--- config.mk ---
export PLATFORM = sky130hd
export DESIGN_NAME = work_stealing_range_dispatcher_core
export DESIGN_NICKNAME = d
export VERILOG_FILES = /design/src/rtl/wsrd_pkg.sv /design/src/rtl/wsrd_ctrl.sv /design/src/rtl/wsrd_dp.sv /design/src/rtl/work_stealing_range_dispatcher_core.sv
export SDC_FILE = /design/constraint.sdc
export NUM_CORES = 2
export LEC_CHECK = 0
export ABC_AREA = 1
export BUFFER_PORTS_ARGS = -buffer_cell sky130_fd_sc_hd__buf_4
export CORE_ASPECT_RATIO = 1.2
export CORE_MARGIN = 2
export CORE_UTILIZATION = 40
export CTS_CLUSTER_DIAMETER = 100
export DETAILED_ROUTE_END_ITERATION = 16
export PLACE_DENSITY = 0.6
export RECOVER_POWER = 50
export SLEW_MARGIN = 10
export SYNTH_ARGS = -nofsm -noshare
export SYNTH_HDL_FRONTEND = slang
export SYNTH_SLANG_ARGS = --single-unit
--- constraint.sdc ---
create_clock -name clk -period 10.6 [get_ports clk]
set_input_delay 1.59 -clock clk [delete_from_list [all_inputs] [get_ports clk]]
set_output_delay 1.59 -clock clk [all_outputs]
set_load 0.02 [all_outputs]
--- src/rtl/wsrd_pkg.sv ---
// shared constants, types and helpers of the work-stealing range dispatcher
package wsrd_pkg;

	localparam int MAX_WORKERS = 16;
	localparam int WID_W       = $clog2(MAX_WORKERS);
	localparam int WCNT_W      = $clog2(MAX_WORKERS + 1);
	localparam int TASK_W      = 24;
	localparam int GRANTED_W   = TASK_W + 1;
	localparam int BURST       = 128;
	localparam int DIV_STEPS   = TASK_W;
	localparam int CNT_W       = 5;
	localparam int ACC_W       = TASK_W + WID_W;
	localparam int ENTRY_W     = 2 * TASK_W;
	localparam int CFG_IDX_W   = 2;
	localparam int CFG_DATA_W  = TASK_W;

	localparam logic [TASK_W-1:0] BURST_TASKS = TASK_W'(BURST);

	// configuration register indexes
	localparam logic [CFG_IDX_W-1:0] REG_TASK_COUNT   = 2'd0;
	localparam logic [CFG_IDX_W-1:0] REG_WORKER_COUNT = 2'd1;
	localparam logic [CFG_IDX_W-1:0] REG_STEAL_ENABLE = 2'd2;

	// request operations
	localparam logic OP_LAUNCH  = 1'b0;
	localparam logic OP_REQUEST = 1'b1;

	// controller to datapath commands
	typedef struct packed {
		logic accept;
		logic div_step;
		logic split_init;
		logic split_step;
		logic rd_own;
		logic own_apply;
		logic scan_skip;
		logic scan_rd;
		logic scan_chk;
		logic steal_apply;
		logic out_load;
	} wsrd_cmd_t;

	// datapath to controller status
	typedef struct packed {
		logic is_launch;
		logic id_ok;
		logic steal_on;
		logic own_empty;
		logic scan_end;
		logic scan_self;
		logic found;
		logic peer_big;
		logic div_last;
		logic split_last;
	} wsrd_sts_t;

	// zero counts as one worker, large counts saturate
	function automatic logic [WCNT_W-1:0] workers_in_use(input logic [WCNT_W-1:0] wc);
		logic [WCNT_W-1:0] w;
		w = wc;
		if (wc == '0) begin
			w = WCNT_W'(1);
		end else if (wc > WCNT_W'(MAX_WORKERS)) begin
			w = WCNT_W'(MAX_WORKERS);
		end
		return w;
	endfunction

endpackage

--- src/rtl/wsrd_ctrl.sv ---
// sequencing state machine of the range dispatcher
module wsrd_ctrl
	import wsrd_pkg::*;
(
	input  logic      clk,
	input  logic      arst_n,
	input  logic      in_valid,
	output logic      in_ready,
	output logic      out_valid,
	input  logic      out_ready,
	input  wsrd_sts_t sts,
	output wsrd_cmd_t cmd
);

	localparam logic [3:0] S_IDLE       = 4'd0;
	localparam logic [3:0] S_DECODE     = 4'd1;
	localparam logic [3:0] S_DIV        = 4'd2;
	localparam logic [3:0] S_SPLIT_INIT = 4'd3;
	localparam logic [3:0] S_SPLIT      = 4'd4;
	localparam logic [3:0] S_OWN        = 4'd5;
	localparam logic [3:0] S_SCAN_RD    = 4'd6;
	localparam logic [3:0] S_SCAN_CHK   = 4'd7;
	localparam logic [3:0] S_STEAL      = 4'd8;
	localparam logic [3:0] S_FINISH     = 4'd9;

	logic [3:0] state_q;
	logic [3:0] state_d;
	logic       out_valid_q;

	assign in_ready  = (state_q == S_IDLE);
	assign out_valid = out_valid_q;

	// next state and commands
	always_comb begin
		cmd     = '0;
		state_d = state_q;
		case (state_q)
			S_IDLE: begin
				if (in_valid) begin
					cmd.accept = 1'b1;
					state_d    = S_DECODE;
				end
			end
			S_DECODE: begin
				if (sts.is_launch) begin
					state_d = S_DIV;
				end else if (!sts.id_ok) begin
					state_d = S_FINISH;
				end else begin
					cmd.rd_own = 1'b1;
					state_d    = S_OWN;
				end
			end
			S_DIV: begin
				cmd.div_step = 1'b1;
				if (sts.div_last) begin
					state_d = S_SPLIT_INIT;
				end
			end
			S_SPLIT_INIT: begin
				cmd.split_init = 1'b1;
				state_d        = S_SPLIT;
			end
			S_SPLIT: begin
				cmd.split_step = 1'b1;
				if (sts.split_last) begin
					state_d = S_FINISH;
				end
			end
			S_OWN: begin
				cmd.own_apply = 1'b1;
				if (sts.steal_on && sts.own_empty) begin
					state_d = S_SCAN_RD;
				end else begin
					state_d = S_FINISH;
				end
			end
			S_SCAN_RD: begin
				if (sts.scan_end) begin
					state_d = sts.found ? S_STEAL : S_FINISH;
				end else if (sts.scan_self) begin
					cmd.scan_skip = 1'b1;
				end else begin
					cmd.scan_rd = 1'b1;
					state_d     = S_SCAN_CHK;
				end
			end
			S_SCAN_CHK: begin
				cmd.scan_chk = 1'b1;
				state_d      = sts.peer_big ? S_STEAL : S_SCAN_RD;
			end
			S_STEAL: begin
				cmd.steal_apply = 1'b1;
				state_d         = S_FINISH;
			end
			S_FINISH: begin
				if (!out_valid_q || out_ready) begin
					cmd.out_load = 1'b1;
					state_d      = S_IDLE;
				end
			end
			default: begin
				state_d = S_IDLE;
			end
		endcase
	end

	// state and output slot
	always_ff @(posedge clk or negedge arst_n) begin
		if (!arst_n) begin
			state_q     <= S_IDLE;
			out_valid_q <= 1'b0;
		end else begin
			state_q <= state_d;
			if (cmd.out_load) begin
				out_valid_q <= 1'b1;
			end else if (out_ready) begin
				out_valid_q <= 1'b0;
			end
		end
	end

	// one request in flight at a time
	a_one_in_flight: assert property (@(posedge clk) disable iff (!arst_n)
		in_valid && in_ready |=> !in_ready)
		else $error("second request taken while one is in flight");

	// a result appears only when leaving the finish state
	a_result_from_finish: assert property (@(posedge clk) disable iff (!arst_n)
		$rose(out_valid_q) |-> $past(state_q == S_FINISH))
		else $error("result raised outside the finish state");

endmodule

--- src/rtl/wsrd_dp.sv ---
// queue memory, launch divider, split sweep, grant arithmetic and result registers
module wsrd_dp
	import wsrd_pkg::*;
(
	input  logic                  clk,
	input  logic                  arst_n,
	input  wsrd_cmd_t             cmd,
	output wsrd_sts_t             sts,
	input  logic                  op,
	input  logic [WID_W-1:0]      worker_id,
	input  logic [TASK_W-1:0]     task_count,
	input  logic [WCNT_W-1:0]     worker_count,
	input  logic                  steal_enable,
	output logic                  grant_valid,
	output logic [TASK_W-1:0]     grant_begin,
	output logic [TASK_W-1:0]     grant_end,
	output logic                  stolen,
	output logic                  all_done
);

	// queue memory: {front, back} per worker
	logic [ENTRY_W-1:0]     mem [MAX_WORKERS];
	logic [ENTRY_W-1:0]     rdata_q;
	logic                   rvld_q;
	logic [MAX_WORKERS-1:0] vld_q;

	logic                   op_q;
	logic [WID_W-1:0]       id_q;
	logic [CNT_W-1:0]       cnt_q;
	logic                   found_q;
	logic [MAX_WORKERS-1:0] done_q;
	logic [MAX_WORKERS-1:0] given_q;
	logic [GRANTED_W-1:0]   granted_q;
	logic [TASK_W-1:0]      launch_total_q;

	logic [TASK_W-1:0]      quo_q;
	logic [WCNT_W-1:0]      rem_q;
	logic [TASK_W-1:0]      per_q;
	logic [ACC_W-1:0]       acc_q;

	logic [WID_W-1:0]       peer_q;
	logic [TASK_W-1:0]      peer_front_q;
	logic [TASK_W-1:0]      peer_back_q;

	logic                   res_valid_q;
	logic [TASK_W-1:0]      res_begin_q;
	logic [TASK_W-1:0]      res_end_q;
	logic                   res_stolen_q;

	logic                   out_grant_q;
	logic [TASK_W-1:0]      out_begin_q;
	logic [TASK_W-1:0]      out_end_q;
	logic                   out_stolen_q;
	logic                   out_done_q;

	logic [WCNT_W-1:0]      w;
	logic [MAX_WORKERS-1:0] full_mask;
	logic [MAX_WORKERS-1:0] id_bit;
	logic [TASK_W-1:0]      ent_front;
	logic [TASK_W-1:0]      ent_back;
	logic                   own_ne;
	logic [TASK_W-1:0]      own_span;
	logic [TASK_W-1:0]      burst_end;
	logic                   p_ne;
	logic [TASK_W-1:0]      p_span;
	logic [TASK_W-1:0]      steal_begin;
	logic [WCNT_W:0]        div_tmp;
	logic                   div_ge;
	logic                   split_in_use;
	logic [ACC_W-1:0]       split_end_full;
	logic [TASK_W-1:0]      split_begin;
	logic [TASK_W-1:0]      split_end;

	logic                   mem_we;
	logic                   mem_re;
	logic [WID_W-1:0]       mem_addr;
	logic [ENTRY_W-1:0]     mem_wdata;
	logic                   set_given;
	logic                   set_done;
	logic                   scan_init;
	logic                   res_load;
	logic                   res_v;
	logic [TASK_W-1:0]      res_b;
	logic [TASK_W-1:0]      res_e;
	logic                   res_s;
	logic                   grant_add;
	logic [TASK_W-1:0]      grant_amt;

	assign w      = workers_in_use(worker_count);
	assign id_bit = MAX_WORKERS'(1) << id_q;

	// workers in use as a bit mask
	always_comb begin
		for (int i = 0; i < MAX_WORKERS; i++) begin
			full_mask[i] = (WCNT_W'(i) < w);
		end
	end

	// entry read back, never-written entries read as empty
	assign ent_front = rvld_q ? rdata_q[ENTRY_W-1:TASK_W] : '0;
	assign ent_back  = rvld_q ? rdata_q[TASK_W-1:0] : '0;

	// own queue burst
	assign own_ne    = ent_front < ent_back;
	assign own_span  = ent_back - ent_front;
	assign burst_end = (own_span > BURST_TASKS) ? ent_front + BURST_TASKS : ent_back;

	// steal from the back of the chosen peer
	assign p_ne        = peer_front_q < peer_back_q;
	assign p_span      = peer_back_q - peer_front_q;
	assign steal_begin = (p_span > BURST_TASKS) ? peer_back_q - BURST_TASKS : peer_front_q;

	// one restoring division step of the launch split
	assign div_tmp = {rem_q, quo_q[TASK_W-1]};
	assign div_ge  = (div_tmp >= {1'b0, w});

	// split range of queue cnt, clipped at the total
	assign split_in_use   = ({1'b0, cnt_q[WID_W-1:0]} < w);
	assign split_end_full = acc_q + ACC_W'(per_q);
	assign split_begin    = (acc_q > ACC_W'(launch_total_q)) ? launch_total_q
	                        : acc_q[TASK_W-1:0];
	assign split_end      = (split_end_full > ACC_W'(launch_total_q)) ? launch_total_q
	                        : split_end_full[TASK_W-1:0];

	// status
	assign sts.is_launch  = (op_q == OP_LAUNCH);
	assign sts.id_ok      = ({1'b0, id_q} < w);
	assign sts.steal_on   = steal_enable;
	assign sts.own_empty  = !own_ne;
	assign sts.scan_end   = (cnt_q == w);
	assign sts.scan_self  = (cnt_q[WID_W-1:0] == id_q);
	assign sts.found      = found_q;
	assign sts.peer_big   = (ent_back > ent_front) && ((ent_back - ent_front) > BURST_TASKS);
	assign sts.div_last   = (cnt_q == CNT_W'(DIV_STEPS - 1));
	assign sts.split_last = (cnt_q == CNT_W'(MAX_WORKERS - 1));

	// memory access and grant decisions
	always_comb begin
		mem_we    = 1'b0;
		mem_re    = cmd.rd_own | cmd.scan_rd;
		mem_addr  = id_q;
		mem_wdata = '0;
		set_given = 1'b0;
		set_done  = 1'b0;
		scan_init = 1'b0;
		res_load  = 1'b0;
		res_v     = 1'b0;
		res_b     = '0;
		res_e     = '0;
		res_s     = 1'b0;
		grant_add = 1'b0;
		grant_amt = '0;
		if (cmd.split_step || cmd.scan_rd) begin
			mem_addr = cnt_q[WID_W-1:0];
		end else if (cmd.steal_apply) begin
			mem_addr = peer_q;
		end
		if (cmd.split_step) begin
			mem_we    = 1'b1;
			mem_wdata = split_in_use ? {split_begin, split_end} : '0;
		end
		if (cmd.own_apply) begin
			if (!steal_enable) begin
				if (!given_q[id_q]) begin
					mem_we    = 1'b1;
					mem_wdata = {ent_back, ent_back};
					set_given = 1'b1;
					set_done  = 1'b1;
					res_load  = 1'b1;
					res_v     = own_ne;
					res_b     = own_ne ? ent_front : '0;
					res_e     = own_ne ? ent_back : '0;
					grant_add = own_ne;
					grant_amt = own_span;
				end
			end else if (own_ne) begin
				mem_we    = 1'b1;
				mem_wdata = {burst_end, ent_back};
				res_load  = 1'b1;
				res_v     = 1'b1;
				res_b     = ent_front;
				res_e     = burst_end;
				grant_add = 1'b1;
				grant_amt = burst_end - ent_front;
			end else begin
				set_done  = 1'b1;
				scan_init = 1'b1;
			end
		end
		if (cmd.steal_apply && p_ne) begin
			mem_we    = 1'b1;
			mem_wdata = {peer_front_q, steal_begin};
			res_load  = 1'b1;
			res_v     = 1'b1;
			res_b     = steal_begin;
			res_e     = peer_back_q;
			res_s     = 1'b1;
			grant_add = 1'b1;
			grant_amt = peer_back_q - steal_begin;
		end
	end

	// queue memory
	always_ff @(posedge clk) begin
		if (mem_we) begin
			mem[mem_addr] <= mem_wdata;
		end
		if (mem_re) begin
			rdata_q <= mem[mem_addr];
		end
	end

	// control state: counter, masks, valid bits, granted count
	always_ff @(posedge clk or negedge arst_n) begin
		if (!arst_n) begin
			cnt_q          <= '0;
			found_q        <= 1'b0;
			done_q         <= '0;
			given_q        <= '0;
			granted_q      <= '0;
			launch_total_q <= '0;
			vld_q          <= '0;
			rvld_q         <= 1'b0;
		end else begin
			if (cmd.accept || cmd.split_init || scan_init) begin
				cnt_q <= '0;
			end else if (cmd.div_step || cmd.split_step || cmd.scan_skip || cmd.scan_chk) begin
				cnt_q <= cnt_q + CNT_W'(1);
			end
			if (scan_init) begin
				found_q <= 1'b0;
			end else if (cmd.scan_chk) begin
				found_q <= 1'b1;
			end
			if (cmd.split_init) begin
				done_q         <= '0;
				given_q        <= '0;
				granted_q      <= '0;
				launch_total_q <= task_count;
			end else begin
				if (set_done) begin
					done_q <= done_q | id_bit;
				end
				if (set_given) begin
					given_q <= given_q | id_bit;
				end
				if (grant_add) begin
					granted_q <= granted_q + GRANTED_W'(grant_amt);
				end
			end
			if (mem_we) begin
				vld_q[mem_addr] <= 1'b1;
			end
			if (mem_re) begin
				rvld_q <= vld_q[mem_addr];
			end
		end
	end

	// request capture, divider, split accumulator, peer latch, results
	always_ff @(posedge clk) begin
		if (cmd.accept) begin
			op_q         <= op;
			id_q         <= worker_id;
			quo_q        <= task_count;
			rem_q        <= '0;
			res_valid_q  <= 1'b0;
			res_begin_q  <= '0;
			res_end_q    <= '0;
			res_stolen_q <= 1'b0;
		end
		if (cmd.div_step) begin
			quo_q <= {quo_q[TASK_W-2:0], div_ge};
			rem_q <= div_ge ? WCNT_W'(div_tmp - {1'b0, w}) : div_tmp[WCNT_W-1:0];
		end
		if (cmd.split_init) begin
			per_q <= quo_q + TASK_W'(rem_q != '0);
			acc_q <= '0;
		end
		if (cmd.split_step) begin
			acc_q <= split_end_full;
		end
		if (cmd.scan_chk) begin
			peer_q       <= cnt_q[WID_W-1:0];
			peer_front_q <= ent_front;
			peer_back_q  <= ent_back;
		end
		if (res_load) begin
			res_valid_q  <= res_v;
			res_begin_q  <= res_b;
			res_end_q    <= res_e;
			res_stolen_q <= res_s;
		end
		if (cmd.out_load) begin
			out_grant_q  <= res_valid_q;
			out_begin_q  <= res_begin_q;
			out_end_q    <= res_end_q;
			out_stolen_q <= res_stolen_q;
			out_done_q   <= (op_q == OP_REQUEST) && ((done_q & full_mask) == full_mask);
		end
	end

	assign grant_valid = out_grant_q;
	assign grant_begin = out_begin_q;
	assign grant_end   = out_end_q;
	assign stolen      = out_stolen_q;
	assign all_done    = out_done_q;

	// grants only carve up the launched range, so the count stays within it
	a_granted_bounded: assert property (@(posedge clk) disable iff (!arst_n)
		granted_q <= GRANTED_W'(launch_total_q))
		else $error("granted task count exceeds launched total");

endmodule

--- src/rtl/work_stealing_range_dispatcher_core.sv ---
// top level of the work-stealing range dispatcher: config registers, controller, datapath
//
//  channel   direction  handshake            payload
//  in        input      in_valid / in_ready   op, worker_id
//  out       output     out_valid / out_ready grant_valid, grant_begin, grant_end, stolen,
//                                             all_done
//  cfg       input      cfg_we                cfg_index, cfg_data
//
// an own-queue grant passes through the decode, own and finish states before its result
// shows; an unused id goes from decode straight to finish. a steal adds a scan that skips
// the own slot, reads and checks each peer in turn, stops at the first peer that holds more
// than a burst or after the last peer, and then takes the range. a launch runs 24 restoring
// division steps, then a 16-entry split sweep. one request is in flight; the next is accepted
// the cycle after a result is loaded, and a finished request waits while the output register
// is full and not taken. reset clears all queues at once through per-entry valid bits.
module work_stealing_range_dispatcher_core
	import wsrd_pkg::*;
(
	input  logic                  clk,
	input  logic                  arst_n,
	input  logic                  in_valid,
	output logic                  in_ready,
	input  logic                  op,
	input  logic [WID_W-1:0]      worker_id,
	output logic                  out_valid,
	input  logic                  out_ready,
	output logic                  grant_valid,
	output logic [TASK_W-1:0]     grant_begin,
	output logic [TASK_W-1:0]     grant_end,
	output logic                  stolen,
	output logic                  all_done,
	input  logic                  cfg_we,
	input  logic [CFG_IDX_W-1:0]  cfg_index,
	input  logic [CFG_DATA_W-1:0] cfg_data
);

	logic [TASK_W-1:0]  task_count_q;
	logic [WCNT_W-1:0]  worker_count_q;
	logic               steal_enable_q;
	wsrd_cmd_t          cmd;
	wsrd_sts_t          sts;

	// configuration registers
	always_ff @(posedge clk or negedge arst_n) begin
		if (!arst_n) begin
			task_count_q   <= '0;
			worker_count_q <= WCNT_W'(1);
			steal_enable_q <= 1'b1;
		end else if (cfg_we) begin
			case (cfg_index)
				REG_TASK_COUNT:   task_count_q   <= cfg_data[TASK_W-1:0];
				REG_WORKER_COUNT: worker_count_q <= cfg_data[WCNT_W-1:0];
				REG_STEAL_ENABLE: steal_enable_q <= cfg_data[0];
				default: begin
				end
			endcase
		end
	end

	wsrd_ctrl u_ctrl (
		.clk       (clk),
		.arst_n    (arst_n),
		.in_valid  (in_valid),
		.in_ready  (in_ready),
		.out_valid (out_valid),
		.out_ready (out_ready),
		.sts       (sts),
		.cmd       (cmd)
	);

	wsrd_dp u_dp (
		.clk          (clk),
		.arst_n       (arst_n),
		.cmd          (cmd),
		.sts          (sts),
		.op           (op),
		.worker_id    (worker_id),
		.task_count   (task_count_q),
		.worker_count (worker_count_q),
		.steal_enable (steal_enable_q),
		.grant_valid  (grant_valid),
		.grant_begin  (grant_begin),
		.grant_end    (grant_end),
		.stolen       (stolen),
		.all_done     (all_done)
	);

	// a granted range is never empty
	a_grant_nonempty: assert property (@(posedge clk) disable iff (!arst_n)
		out_valid && grant_valid |-> grant_begin < grant_end)
		else $error("granted range is empty");

	// no grant carries no range and no steal flag
	a_no_grant_clear: assert property (@(posedge clk) disable iff (!arst_n)
		out_valid && !grant_valid |-> grant_begin == '0 && grant_end == '0 && !stolen)
		else $error("result without grant carries range data");

endmodule

==> flow_summary.toml <==
[pwr]
powerDensity_nw_per_um2 = 281
vdd_drop_max_mv = 0.317
p_leak_nw = 23.4

[clock_network]
cts_tree = "done"
cts_buffers = 112
cts_hold_buffers = 0
postCtsSetupBuffers = 0
cts.clk_slew.worst_paths_ns = 0.07
clockBufferDepth = 3
htreeDepth = 3
clockRootBuffer = "clkbuf_16"
insertion_delay_ns = 0.76
clock-sinks = 1169
cts-resized-gates = 0

[floorplanning]
start_util_pct = 40.2
io_pins = 89
fp-row-count = 147
dieHeight_um = 406
die_area_um2 = 137000
core_region_area_um2 = 134000
die_w_um = 339

[global_route]
grt_first_pass_wirelength_um = 240000
grt_pass1_vias = 36300
antenna_found_initial = 5
grt_max_degree = 150
grt.total_usage_pct = 23.5
grt-ovfl-total = 0

[route]
wl_per_cell_um = 24.1
dr_total_vias = 37300
drc = 0
first_iter_violations = 3588
dr.pass1.iters = 6
ant_nets = 0
avgViaCountPerCell = 5.49
drt-total-wl_um = 164000

[setup_path]
slowest_delay_ns = 1.73
cpMostUsedCell = "nand2_1"
worstSetupStartpointType = "flip-flop"
crit_buf_inv = 8
crit_family = "buffers and inverters"
worstPathArrival_ns = 8.41
cp_cell_sequence = "clkbuf_1 > nand2_1 > ha_1 > fa_1 > inv_1 > nand3_1 > nand2_1 > nand4_1 > nand3_1 > clkinv_1 > o21ai_0 > nand2_1 > nor2_1 > inv_1 > nand2_1 > nand2_2 > buf_4 > nand3_1 > nand2_1 > inv_1 > nand2_1 > inv_2 > buf_4"
crit_fanout = 49
required_ns = 10.94
crit_slowest_cell = "clkbuf_1"
path_class = "reg -> reg"
cp-end-kind = "flip-flop"
reg2reg_slack_ns = 2.53

[finish]
area.sequential_um2 = 34500
num-nets-final = 5093
area_growth_pct = 10.7
layout-drive-gt1-share_pct = 6.27
multi_input_area_um2 = 16500
fillCellCount = 12600

[run_status]
violations = "max-capacitance violations, max-slew violations"
outcome = "complete, but fails checks"

[logic_synthesis]
ys_types = 64
synth_top_area_share_pct = 59.0
async_flop_share_pct = 9.75
yosysSeqAreaShare_pct = 64.3
synth_area_per_cell_um2 = 11.1
synth_commonest_cells = "1229 x nand2_1, 1055 x edfxtp_1, 427 x inv_1"
synth_nets = 5020
yosys_most_used_dff = "edfxtp_1"
synthCells = 4842
ys_seq_elements = 1169
yosys.area.top_type = "edfxtp_1"
synth.area.top_cells = "edfxtp_1 59%, nand2_1 8.6%, a22oi_1 5.4%"
ys_warn_count = 0
syn_area_um2 = 53700
synth_edf_count = 1055
synthMostInstantiatedCell = "nand2_1"

[sta]
holdWs_ns = 0.417
min_period_ns = 8.07
worst_clock_skew_ns = 0.0732
maxSlewHeadroom_pct = -160
worst_pin_slew_ns = 3.90
fmax_ghz = 0.124
setup_viol = 0
slew_violations = 693
min_period_over_period_pct = 76.2
rsz0062_at_grt = "false"
hold_viol_final = 0
totalNegativeSetupSlack_ns = 0

[place]
port_buffers = 88
place_hpwl_um = 110000
place.gp.congestion = 0.981

[hold_path]
hp-class = "reg -> reg"

[flow_run]
drv_cap = 14
-- layout make-up --
cell class / count / share of cell area, %
sequential: 1169 / 58.1
multi-input combinational: 3038 / 27.8
clock buffer: 138 / 4.95
tap: 1788 / 3.76
inverter: 451 / 2.86
timing repair buffer: 143 / 1.38
clock inverter: 72 / 1.19
antenna: 1 / 0.00421
-- per-layer routing --
| layer | GRT usage [%] | up-vias | routed length [um] |
|---|---|---|---|
| li1 | - | 17300 | - |
| met1 | 29.5 | 18300 | 65000 |
| met2 | 39.6 | 1424 | 79800 |
| met3 | 3.08 | 292 | 10500 |
| met4 | 12.4 | 4 | 8590 |
| met5 | 0 | - | 26 |
-- stage by stage --
| step | area [um2] | power, W | instances | utilization (%) | setup slack [ns] |
|---|---|---|---|---|---|
| floorplan | 53700 | 0.0105 | 4842 | - | 4.91 |
| global placement | 56200 | 0.0127 | 6589 | 42.1 | 4.62 |
| CTS | 59800 | 0.0167 | 6799 | 44.8 | 4.49 |
| finish | 59500 | 0.0167 | 6800 | 44.5 | 2.53 |
| global route | 59500 | 0.0176 | 6799 | 44.5 | 2.07 |
| detailed placement | 56200 | 0.0127 | 6589 | 42.1 | 4.53 |
-- placed cells by master, fill, tap and decap left out, drive strengths merged, types with 15 or more instances in the layout --
| cell type | instances |
|---|---|
| a21oi | 179 |
| a22oi | 387 |
| buf | 65 |
| clkbuf | 216 |
| clkinv | 60 |
| dfrtp | 112 |
| edfxtp | 1055 |
| ha | 138 |
| inv | 449 |
| nand2 | 1241 |
| nand3 | 195 |
| nand4 | 100 |
| nor2 | 276 |
| nor3 | 57 |
| o211ai | 18 |
| o21a | 38 |
| o21ai | 195 |
| o22ai | 27 |
| or2 | 15 |
| xnor2 | 28 |
| xor2 | 64 |
-- worst register-to-register path, delay by kind of cell (launching register included) --
| family | cells | cell delay [ns] |
|---|---|---|
| flops | 1 | 0.34 |
| buf+inv | 8 | 3.86 |
| simple gates | 12 | 2.44 |
| compound gates | 1 | 0.15 |
| fa+ha+maj | 2 | 0.85 |
-- where the power goes --
part | switching, W | total (W) | internal [W]
sequential | 0.000288 | 0.00610 | 0.00581
combinational | 0.00479 | 0.00660 | 0.00181
clock | 0.00178 | 0.00399 | 0.00221
total | 0.00686 | 0.0167 | 0.00983
-- path summary, 6_finish.rpt --
check,startpoint,endpoint,depth (start not counted)
max,u_dp.rvld_q,u_dp.mem[6][21],23
min,u_dp.res_begin_q[12],u_dp.grant_begin[12],0
max reg2reg,u_dp.rvld_q,u_dp.mem[6][21],23
min reg2reg,u_dp.res_begin_q[12],u_dp.grant_begin[12],0
max in group asynchronous,arst_n,u_dp.vld_q[14],2
min in group asynchronous,arst_n,u_dp.launch_total_q[1],1
-- cells by family after synthesis --
logic type	count (synthesis)	synth area share [%]
flops	1169	64.3
compound gates	883	10.6
mux	14	0.300
fa+ha+maj	142	3.36
simple gates	1907	15.0
xor+xnor	92	1.50
buf+inv	635	5.01
-- registers in the layout, summed over array words and instances, names as in the netlist, 16 cells and up --
name                 flops
u_dp.quo_q              24
u_dp.given_q            16
u_dp.rdata_q            48
u_dp.peer_front_q       24
u_dp.launch_total_q     24
u_dp.grant_begin        24
u_dp.res_end_q          24
task_count_q            24
u_dp.vld_q              16
u_dp.acc_q              28
u_dp.res_begin_q        24
u_dp.peer_back_q        24
u_dp.per_q              24
u_dp.grant_end          24
u_dp.mem               768
u_dp.done_q             16
Note: power is estimated with default switching activity, not from simulation.
